## src/hdl/gpio_prb_pkg.sv

```systemverilog
// Shared constants, register index codes and helper functions for the GPIO register block.
package gpio_prb_pkg;

  localparam int NUM_PINS = 54;
  localparam int PINS_PAD = 64;
  localparam int FSEL_REGS = 6;
  localparam int FSEL_PER_REG = 10;
  localparam int FSEL_BITS = 3;
  localparam int FSEL_W = FSEL_PER_REG * FSEL_BITS;
  localparam int PULL_W = 2;
  localparam int HIGH_W = 22;

  typedef logic [FSEL_W-1:0] fsel_word_t;
  typedef logic [NUM_PINS-1:0] pin_vec_t;
  typedef logic [PULL_W-1:0] pull_t;

  localparam logic KIND_READ = 1'b0;
  localparam logic KIND_WRITE = 1'b1;

  localparam logic [3:0] REG_FSEL0 = 4'd0;
  localparam logic [3:0] REG_FSEL5 = 4'd5;
  localparam logic [3:0] REG_SET_LO = 4'd6;
  localparam logic [3:0] REG_SET_HI = 4'd7;
  localparam logic [3:0] REG_CLR_LO = 4'd8;
  localparam logic [3:0] REG_CLR_HI = 4'd9;
  localparam logic [3:0] REG_LEV_LO = 4'd10;
  localparam logic [3:0] REG_LEV_HI = 4'd11;
  localparam logic [3:0] REG_PULL = 4'd12;
  localparam logic [3:0] REG_PCLK_LO = 4'd13;
  localparam logic [3:0] REG_PCLK_HI = 4'd14;

  // Bits of one function-select register that belong to existing pins.
  function automatic fsel_word_t fsel_mask(input logic [2:0] r);
    fsel_word_t m;
    m = '0;
    for (int k = 0; k < FSEL_PER_REG; k++) begin
      if (int'(r) * FSEL_PER_REG + k < NUM_PINS) begin
        m[k*FSEL_BITS +: FSEL_BITS] = '1;
      end
    end
    return m;
  endfunction

  // Place a 32-bit word on the lower or upper half of the pin vector.
  function automatic pin_vec_t word_to_pins(input logic [31:0] w, input logic half);
    logic [PINS_PAD-1:0] v;
    v = half ? {w, 32'h0} : {32'h0, w};
    return v[NUM_PINS-1:0];
  endfunction

endpackage

```

## src/hdl/gpio_pin_register_block.sv

```systemverilog
// GPIO register block: function select, set/clear output latch, level readback and pull control.
// A transaction is taken into the input register and its result is held in the result register.
// Throughput: one transaction per cycle unless out_stall holds a result; the access executes
// between the input register and the result register, where all register state is updated.
// Reset (rst_n low, synchronous) empties both stages and clears function select,
// the output latch, pull control and every pin's pull state to zero.
module gpio_pin_register_block (
  input  logic        clk,
  input  logic        rst_n,
  input  logic        in_valid,
  output logic        in_stall,
  input  logic        in_kind,
  input  logic [3:0]  in_reg_index,
  input  logic [31:0] in_write_data,
  output logic        out_valid,
  input  logic        out_stall,
  output logic [31:0] out_read_data,
  output logic        out_access_error,
  output logic [31:0] out_pins_low,
  output logic [gpio_prb_pkg::HIGH_W-1:0] out_pins_high
);
  import gpio_prb_pkg::*;

  // Input stage.
  logic        s1_valid_r;
  logic        s1_kind_r;
  logic [3:0]  s1_idx_r;
  logic [31:0] s1_data_r;

  // Register state.
  fsel_word_t fsel_r [FSEL_REGS];
  pin_vec_t   latch_r;
  pin_vec_t   latch_nxt;
  pull_t      pull_ctl_r;
  pull_t      pull_state_r [NUM_PINS];

  // Result stage.
  logic        out_valid_r;
  logic [31:0] rd_r;
  logic        err_r;
  logic [31:0] lo_r;
  logic [HIGH_W-1:0] hi_r;

  logic        out_free;
  logic        exec;
  logic        accept;
  logic        wr;
  logic [31:0] rd_nxt;
  logic        err_nxt;
  logic        fsel_we;
  logic        pull_we;
  logic        pclk_we;
  pin_vec_t    pclk_hits;
  logic [PINS_PAD-1:0] latch_pad;

  assign out_free = !out_valid_r || !out_stall;
  assign exec     = s1_valid_r && out_free;
  assign in_stall = s1_valid_r && !out_free;
  assign accept   = in_valid && !in_stall;
  assign wr       = (s1_kind_r == KIND_WRITE);

  assign latch_pad = PINS_PAD'(latch_r);
  assign pclk_hits = word_to_pins(s1_data_r, s1_idx_r == REG_PCLK_HI);

  always_comb begin
    rd_nxt    = '0;
    err_nxt   = 1'b0;
    latch_nxt = latch_r;
    fsel_we   = 1'b0;
    pull_we   = 1'b0;
    pclk_we   = 1'b0;
    unique case (s1_idx_r) inside
      [REG_FSEL0:REG_FSEL5]: begin
        if (wr) begin
          fsel_we = 1'b1;
        end else begin
          rd_nxt = 32'(fsel_r[s1_idx_r[2:0]]);
        end
      end
      REG_SET_LO, REG_SET_HI: begin
        if (wr) begin
          latch_nxt = latch_r | word_to_pins(s1_data_r, s1_idx_r == REG_SET_HI);
        end
      end
      REG_CLR_LO, REG_CLR_HI: begin
        if (wr) begin
          latch_nxt = latch_r & ~word_to_pins(s1_data_r, s1_idx_r == REG_CLR_HI);
        end
      end
      REG_LEV_LO: begin
        if (!wr) begin
          rd_nxt = latch_pad[31:0];
        end
      end
      REG_LEV_HI: begin
        if (!wr) begin
          rd_nxt = latch_pad[63:32];
        end
      end
      REG_PULL: begin
        if (wr) begin
          pull_we = 1'b1;
        end else begin
          rd_nxt = 32'(pull_ctl_r);
        end
      end
      REG_PCLK_LO, REG_PCLK_HI: begin
        pclk_we = wr;
      end
      default: begin
        err_nxt = 1'b1;
      end
    endcase
  end

  always_ff @(posedge clk) begin
    if (!rst_n) begin
      s1_valid_r <= 1'b0;
    end else if (accept) begin
      s1_valid_r <= 1'b1;
    end else if (exec) begin
      s1_valid_r <= 1'b0;
    end
  end

  always_ff @(posedge clk) begin
    if (accept) begin
      s1_kind_r <= in_kind;
      s1_idx_r  <= in_reg_index;
      s1_data_r <= in_write_data;
    end
  end

  always_ff @(posedge clk) begin
    if (!rst_n) begin
      for (int r = 0; r < FSEL_REGS; r++) begin
        fsel_r[r] <= '0;
      end
      latch_r    <= '0;
      pull_ctl_r <= '0;
      for (int p = 0; p < NUM_PINS; p++) begin
        pull_state_r[p] <= '0;
      end
    end else if (exec) begin
      latch_r <= latch_nxt;
      if (fsel_we) begin
        fsel_r[s1_idx_r[2:0]] <= s1_data_r[FSEL_W-1:0] & fsel_mask(s1_idx_r[2:0]);
      end
      if (pull_we) begin
        pull_ctl_r <= s1_data_r[PULL_W-1:0];
      end
      if (pclk_we) begin
        for (int p = 0; p < NUM_PINS; p++) begin
          if (pclk_hits[p]) begin
            pull_state_r[p] <= pull_ctl_r;
          end
        end
      end
    end
  end

  always_ff @(posedge clk) begin
    if (!rst_n) begin
      out_valid_r <= 1'b0;
    end else if (exec) begin
      out_valid_r <= 1'b1;
    end else if (!out_stall) begin
      out_valid_r <= 1'b0;
    end
  end

  // The pin outputs show the latch as it stands after this transaction.
  logic [PINS_PAD-1:0] latch_nxt_pad;
  assign latch_nxt_pad = PINS_PAD'(latch_nxt);

  always_ff @(posedge clk) begin
    if (exec) begin
      rd_r  <= wr ? 32'h0 : rd_nxt;
      err_r <= err_nxt;
      lo_r  <= latch_nxt_pad[31:0];
      hi_r  <= latch_nxt_pad[32 +: HIGH_W];
    end
  end

  assign out_valid        = out_valid_r;
  assign out_read_data    = rd_r;
  assign out_access_error = err_r;
  assign out_pins_low     = lo_r;
  assign out_pins_high    = hi_r;

endmodule
```

## config.mk

```make
export PLATFORM = sky130hd
export DESIGN_NAME = gpio_pin_register_block
export DESIGN_NICKNAME = d
export VERILOG_FILES = /design/src/hdl/gpio_prb_pkg.sv /design/src/hdl/gpio_pin_register_block.sv
export SDC_FILE = /design/constraint.sdc
export NUM_CORES = 1
export LEC_CHECK = 0
export BUFFER_PORTS_ARGS = -buffer_cell sky130_fd_sc_hd__buf_4
export CORE_ASPECT_RATIO = 1.4
export CORE_UTILIZATION = 26
export CTS_BUF_LIST = sky130_fd_sc_hd__clkbuf_4 sky130_fd_sc_hd__clkbuf_8
export DETAILED_ROUTE_END_ITERATION = 8
export GPL_ROUTABILITY_DRIVEN = 1
export MAX_ROUTING_LAYER = met4
export PLACE_DENSITY_LB_ADDON = 0.3
export SLEW_MARGIN = 5
export SYNTH_ARGS = -nofsm -noshare
export SYNTH_HDL_FRONTEND = slang
export SYNTH_SLANG_ARGS = --single-unit
```

## constraint.sdc

```tcl
create_clock -name clk -period 7.2 [get_ports clk]
set_input_delay 1.08 -clock clk [delete_from_list [all_inputs] [get_ports clk]]
set_output_delay 1.08 -clock clk [all_outputs]
set_load 0.01 [all_outputs]
```

==> results of run 1 <==
critical path, stage by stage (launching register included):
cell and delay (ns):
edfxtp_1 0.79, ha_1 0.34, xor2_2 0.48, ha_1 0.38
inv_1 0.09, fa_1 0.46, nand4b_1 0.19, and4_1 0.23
o21ai_2 0.13, buf_4 0.38, a21oi_1 0.18
worst paths after layout:
kind	end	slack [ns]	depth (start not counted)
setup reg to reg	fsel_r[7][26]	3.27	10
setup / recovery	fsel_r[7][26]	3.27	10
hold reg to reg	latch_r[47]	0.47	2
hold / removal	latch_r[47]	0.47	2
routing by layer:
metal | part of all wire (%) | vias to the layer above | GRT usage [%] | routed length, um
met2 | 52 | 455 | 26.2 | 28500
met1 | 39 | 6329 | 17.1 | 21300
met3 | 5.6 | 109 | 2.46 | 3030
met5 | 0 | - | - | 0
li1 | - | 5670 | - | -
met4 | 3.4 | 0 | 6.20 | 1840
sequential cells by signal, indices dropped and copies added (netlist names), 2 cells and up, named ones only:
register,cells
fsel_r,240
latch_r,54
out_pins_low,32
out_read_data,32
s1_data_r,32
out_pins_high,22
s1_idx_r,4
pull_ctl_r,2
synthesized netlist by cell type (2+ instances only):
cell type,instances
or2_2,8
o221a_2,3
a31oi_1,98
o22ai_2,2
nor2_1,11
a22o_1,2
inv_1,17
and3_1,33
nand2_1,93
a21boi_0,4
o21bai_1,4
nand3_1,34
nor4_4,2
a32o_1,2
o211a_1,2
mux2i_1,32
edfxtp_1,364
buf_4,3
nor4bb_1,2
and3b_1,3
nand4_1,2
nor3_1,13
a211oi_1,72
buf_2,48
buf_1,12
a311o_1,45
ha_1,12
nand2b_1,6
and2_1,14
dfxtp_1,61
nor2b_1,5
clkbuf_1,85
nor4_1,28
a21oi_1,95
a22oi_1,21
mux4_2,60
o21ai_0,22
o22ai_1,22
per-stage QoR:
| stage | hold WS, ns | power, W |
|---|---|---|
| 6_report | 0.470 | 0.00537 |
| 3_5_place_dp | 0.463 | 0.00334 |
| 3_3_place_gp | 0.455 | 0.00333 |
| 4_1_cts | 0.472 | 0.00544 |
| 5_1_grt | 0.492 | 0.00557 |
| 2_1_floorplan | 0.448 | 0.00314 |
kinds of logic (layout without fill, tap and decap cells):
group | after synthesis | in the layout | share of synthesized area [%]
simple gates | 262 | 262 | 7.37
mux | 92 | 92 | 8.85
compound gates | 405 | 405 | 14.6
buf+inv | 167 | 295 | 3.74
xor+xnor | 2 | 2 | 0.133
fa+ha+maj | 14 | 14 | 0.954
other cells | 0 | 1 | 0
flops | 425 | 425 | 64.3
cell type report:
class	instances	area share, %
flip-flops and latches	425	55.0
multi-input cells	775	27.8
repair buffers	158	5.48
well taps	944	5.34
clock buffers	90	5.06
clock inverters	29	0.956
inverters	18	0.317
diodes	1	0.0113
power breakdown:
group / internal (W) / switching [W]
Clock: 0.00109 / 0.000994
Combinational: 0.000160 / 0.000314
Sequential: 0.00274 / 0.0000664
Total: 0.00399 / 0.00137
==> out/results.txt, run 1 <==
Status: completed
Detailed router's first-iteration violation count: 1126
CTS HTree Levels: 3
Initial antenna violation count: 1
Mapped Nets: 1421
Crit start category: register
Global-route wire length before repair: 80.8 mm
Post-Syn Area: 18900 um^2
# Post-CTS Setup Buffers: 0
CTS buffer count: 67
Yosys top cell by area: edfxtp_1
Largest net degree at the start of global routing: 178
Worst clock skew: 0.0439 ns
Seq/Total Area, Yosys: 64.3%
Setup slack after placement: 2.92 ns
Fin crit share: 54.6%
Die Y-Extent: 321 um
# resized after CTS: 0
Routability cong.: 0.817
Vias per cell: 5.15
RSZ-0062 raised after global routing: no
CTS Root Cell: clkbuf_8
Clock slew at reported path FFs: 0.06 ns
Worst vdd ir: 0.000110 V
Synthesized area per cell: 13.8 um^2
Synth Instances: 1367
Vias in the first global route: 12700
Slew at the pin closest to its max-slew limit: 1.11 ns
Crit Path Max Fanout: 36
Pleak: 7.48 nW
Final core occ: 30.8%
Area of the multi-input gates: 6150 um^2
Die X: 230 um
Reg2reg start: s1_idx_r[0]
Clock sinks: 425
Placed insts: 2320
Predominant post-synthesis flop cell: edfxtp_1
Power Density: 243 nW/um^2
Crit path DAT: 4.28 ns
Setup TNS: 0 ns
WL final: 54.6 mm
Die Area: 73700 um^2
# port buffers: 129
IO Pins: 130
Critical Setup Path Class: register to register
Setup violators final: 0
Detail Placement HPWL: 33.7 mm
Share of Yosys cell area claimed by the top area cell type: 57.9%
Wire per inst: 22.4 um
Commonest non-fill, non-tap cell in the layout: edfxtp_1
Synth Warn #: 0
Commonest non-fill, non-tap cells in the layout: edfxtp_1 (364), buf_4 (156), a31oi_1 (98)
Asr flop ratio synth: 0%
Post-route setup slack: 3.27 ns
Share of cells above drive strength 1: 24.5%
Worst Hold Class: register to register
DR vias: 12600
Worst hold start: latch_r[47]
Post-synth EDFFs: 364
Hold Buf Count CTS: 0
Num rows: 116
Synth top area cells: edfxtp_1 (58%), mux4_2 (7.2%), dfxtp_1 (6.5%), a31oi_1 (3.2%), a211oi_1 (2.9%)
Final std cells w/o fill: 2440
Placeable Area: 71700 um^2
Clk_lat worst skew: 0.65 ns
Filler Cell Count: 7203
Antenna Violating Nets Remaining: 0
Fin crit period: 3.93 ns
Final #Nets: 1499
Tot GR Track Use: 15.0%
FF+latch count, synth: 425
Remaining DRCs: 0
Slew headroom: 25.9%
Post-place instance area: 20800 um^2
Post-synthesis cell type count: 63
Synth-to-layout area growth: 17.1%
Fin area: 22100 um^2
Initial DRT Pass Iterations: 5
Max cap viols: 0
Starting Density: 26.3%
Final hold violations: 0
CTS tree: built
Worst Setup SP: s1_idx_r[0]
FMAX: 0.254 GHz
Register area: 12200 um^2
Fin. max-slew vios: 0
Total grt overflow: 0
Crit. End Element: register
CTS Buffer Depth: 3
Critical path required time: 7.54 ns
No activity file was read; power rests on OpenSTA's default activity.
==> run 2: changes to the inputs <==
Settings changed: ABC_AREA from default to 1.
Clock period 7.2 ns to 3.6 ns, I/O delays scaled along.
==> run 2 against run 1 <==
Net effect:
- worst setup slack got worse by 2.7 ns
- sequential power grew 100%
- combinational power increased to 2.5 times the previous value
- final cell count rose by 26%
- maximum frequency rose by 29%
- area after synthesis barely moved
- final area grew 2.5%
- critical endpoint is now fsel_r[7][10]
- clock-buffer cell count fell by 6
- largest power group unchanged
- critical path depth decreased by 1
- first-iteration DRC count increased by 1.9%
==> out/results.txt, run 2 <==
Largest register FFs: 240 (unchanged)
CTS Buffer Depth: 3 (unchanged)
Detailed router's first-iteration violation count: 1147 (+1.9%)
Internal power: 0.00840 W (+110%)
Sw frac: 25.6% (-0.048 points)
Die Area: 73800 um^2 (about the same)
Setup TNS: 0 ns (unchanged)
Reg2reg end: fsel_r[7][10]
CTS buffer count: 61 (-9.0%)
Status: completed
# Post-CTS Setup Buffers: 0 (unchanged)
Worst hold endpoint: s1_data_r[26]
Critical Setup Path Class: register to register
Commonest non-fill, non-tap cells in the layout: nand2_1 (390), edfxtp_1 (364), nor2_1 (251)
Yosys top cell by area: edfxtp_1
Fin. max-slew vios: 0 (unchanged)
WL final: 56.3 mm (+3.1%)
Slew headroom: 36.6% (+11 points)
R2R Setup Slk: 0.54 ns (-2.72 ns)
Share of cells above drive strength 1: 15.6% (-8.9 points)
Tot GR Track Use: 15.4% (+0.40 points)
Worst clock skew: 0.0466 ns (+0.00267 ns)
Global-route wire length before repair: 85.0 mm (+5.2%)
Detail Placement HPWL: 34.9 mm (+3.5%)
Num rows: 116 (unchanged)
CP Cell Sequence: inv_2, ha_1, nor2_1, a21oi_4, nand3_4, inv_2, nand3_1, a21oi_4, buf_12
Clock sinks: 425 (unchanged)
Synth-to-layout area growth: 20.0%
Synth Instances: 1925 (+41%)
Largest Register: fsel_r
CTS tree: built
Max cap viols: 0 (unchanged)
Post-synth EDFFs: 364 (unchanged)
Initial DRT Pass Iterations: 5 (unchanged)
Total grt overflow: 0 (unchanged)
Critical path required time: 3.96 ns (-3.58 ns)
Antenna Violating Nets Remaining: 0 (unchanged)
Post-Syn Area: 18900 um^2 (about the same)
IO Pins: 130 (unchanged)
Crit start category: register
DR vias: 14300 (+14%)
Fin crit period: 3.06 ns (-0.879 ns)
Setup violators final: 0 (unchanged)
Hold path cells: 1 (-1)
CP max stage delay: 0.59 ns (-0.20 ns)
CTS Root Cell: clkbuf_8
Crit path DAT: 3.42 ns (-0.86 ns)
Worst Setup SP: s1_idx_r[0]
RSZ-0062 raised after global routing: no
FMAX: 0.327 GHz (+29%)
Synth Warn #: 0 (unchanged)
Logic pwr share: 10.5% (+1.7 points)
Fin crit share: 84.9% (+30 points)
Power Density: 498 nW/um^2 (+100%)
Register share of total power: 50.3% (-2.0 points)
Hold Slack: 0.0538 ns (-0.416 ns)
# resized after CTS: 0 (unchanged)
Clock slew at reported path FFs: 0.07 ns (about the same)
Synth top area cells: edfxtp_1 (58%), nand2_1 (7.7%), dfxtp_1 (6.5%), nor2_1 (5.0%), o21ai_0 (5.0%)
Hold Buf Count CTS: 22 (+22)
Placeable Area: 71700 um^2 (unchanged)
Crit. End Element: register
Most frequent cells after synthesis: nand2_1 (390), edfxtp_1 (364), nor2_1 (252), inv_1 (196), o21ai_0 (187)
R2R depth: 9 (-1)
CTS HTree Levels: 2 (-1)
Die X: 230 um (about the same)
Worst Hold Class: primary input to register
Share of Yosys cell area claimed by the top area cell type: 57.8% (about the same)
Count leader, synth: nand2_1
FF+latch count, synth: 425 (unchanged)
Final #Nets: 2128 (+42%)
Synthesized area per cell: 9.82 um^2 (-29%)
Vias in the first global route: 14100 (+11%)
Post-synthesis cell type count: 36 (-43%)
Initial antenna violation count: 3 (+2)
Reg2reg start: s1_idx_r[0]
Clk_lat worst skew: 0.68 ns (+0.03 ns)
Starting Density: 26.4% (about the same)
Wire per inst: 18.3 um (-18%)
Commonest non-fill, non-tap cell in the layout: nand2_1
# port buffers: 129 (unchanged)
Crit Path Max Fanout: 23 (-36%)
Clock share of power: 39.2% (+0.3 points)
Pleak: 8.86 nW (+18%)
Slew at the pin closest to its max-slew limit: 0.951 ns (-0.158 ns)
Remaining DRCs: 0 (unchanged)
Switching pwr: 0.00288 W (+110%)
Mapped Nets: 1979 (+39%)
Largest net degree at the start of global routing: 121 (-32%)
Predominant post-synthesis flop cell: edfxtp_1
Worst vdd ir: 0.000290 V (+160%)
Slowest-stage cell, CP: edfxtp_1
Final hold violations: 0 (unchanged)
Vias per cell: 4.65 (-9.6%)
Routability cong.: 0.809 (-0.94%)
Biggest regs: fsel_r x240, latch_r x54
Seq/Total Area, Yosys: 64.3% (about the same)
Asr flop ratio synth: 0% (unchanged)
Worst hold start: in_write_data[26]
Die Y-Extent: 321 um (about the same)
==> run 2: area by class of cell <==
cell class	count	area (um^2)
repair buffers	197	1620
clock inverters	30	333
inverters	207	782
well taps	944	1180
flip-flops and latches	425	12200
fillers	7436	49000
clock buffers	84	1070
diodes	1	2.50
multi-input cells	1182	5520
==> run 2: worst max-delay path by stage <==
stage	slack, ns	depth (start not counted)	to
final	0.54	9	fsel_r[7][10]
after global routing	0.31	9	fsel_r[7][7]
after CTS	0.52	9	fsel_r[7][10]
after detailed placement	0.53	9	fsel_r[7][9]
after global placement	0.59	9	fsel_r[7][9]
after floorplan	0.09	10	fsel_r[6][0]
==> run 2: stage by stage <==
stage	cells	worst slack, ns	power [W]	util, %	cell area (um^2)
2_1_floorplan	1925	0.0942	0.00646	-	18900
3_3_place_gp	2933	0.590	0.00692	29.3	21000
3_5_place_dp	2933	0.527	0.00695	29.3	21000
4_1_cts	3069	0.517	0.0114	31.6	22700
5_1_grt	3070	0.311	0.0117	31.6	22700
6_report	3070	0.544	0.0113	31.6	22700
==> run 2: metal layers <==
layer  track usage [%]  share of wire, %  vias up
li1                  -                 -     6775
met1              18.4                41     6952
met2              26.8                51      463
met3              1.49               5.0      100
met4              5.92               3.1        0
met5                 -                 0        -
==> run 2: logic make-up after synthesis <==
| family | share of synthesized area (%) |
|---|---|
| and+or+nand+nor | 19.1 |
| adders and majority gates | 0.900 |
| AOI/OAI and AO/OA | 9.01 |
| DFF | 64.3 |
| buffers and inverters | 6.61 |
| xor gates and xnor gates | 0.0464 |
==> run 2: power by group through the flow <==
stage                     Combinational (W)  Clock [W]  Sequential [W]
after floorplan                    0.000684          0         0.00577
after global placement              0.00115          0         0.00578
after detailed placement            0.00117          0         0.00578
after CTS                           0.00119    0.00454         0.00568
after global routing                0.00131    0.00471         0.00569
final                               0.00119    0.00442         0.00567
==> run 2: worst max-delay path, delay by kind of cell (launching register included) <==
kind | cells | cell delay [ns]
and+or+nand+nor | 3 | 0.51
AOI/OAI and AO/OA | 2 | 0.63
DFF | 1 | 0.59
adders and majority gates | 1 | 0.28
buffers and inverters | 3 | 0.71
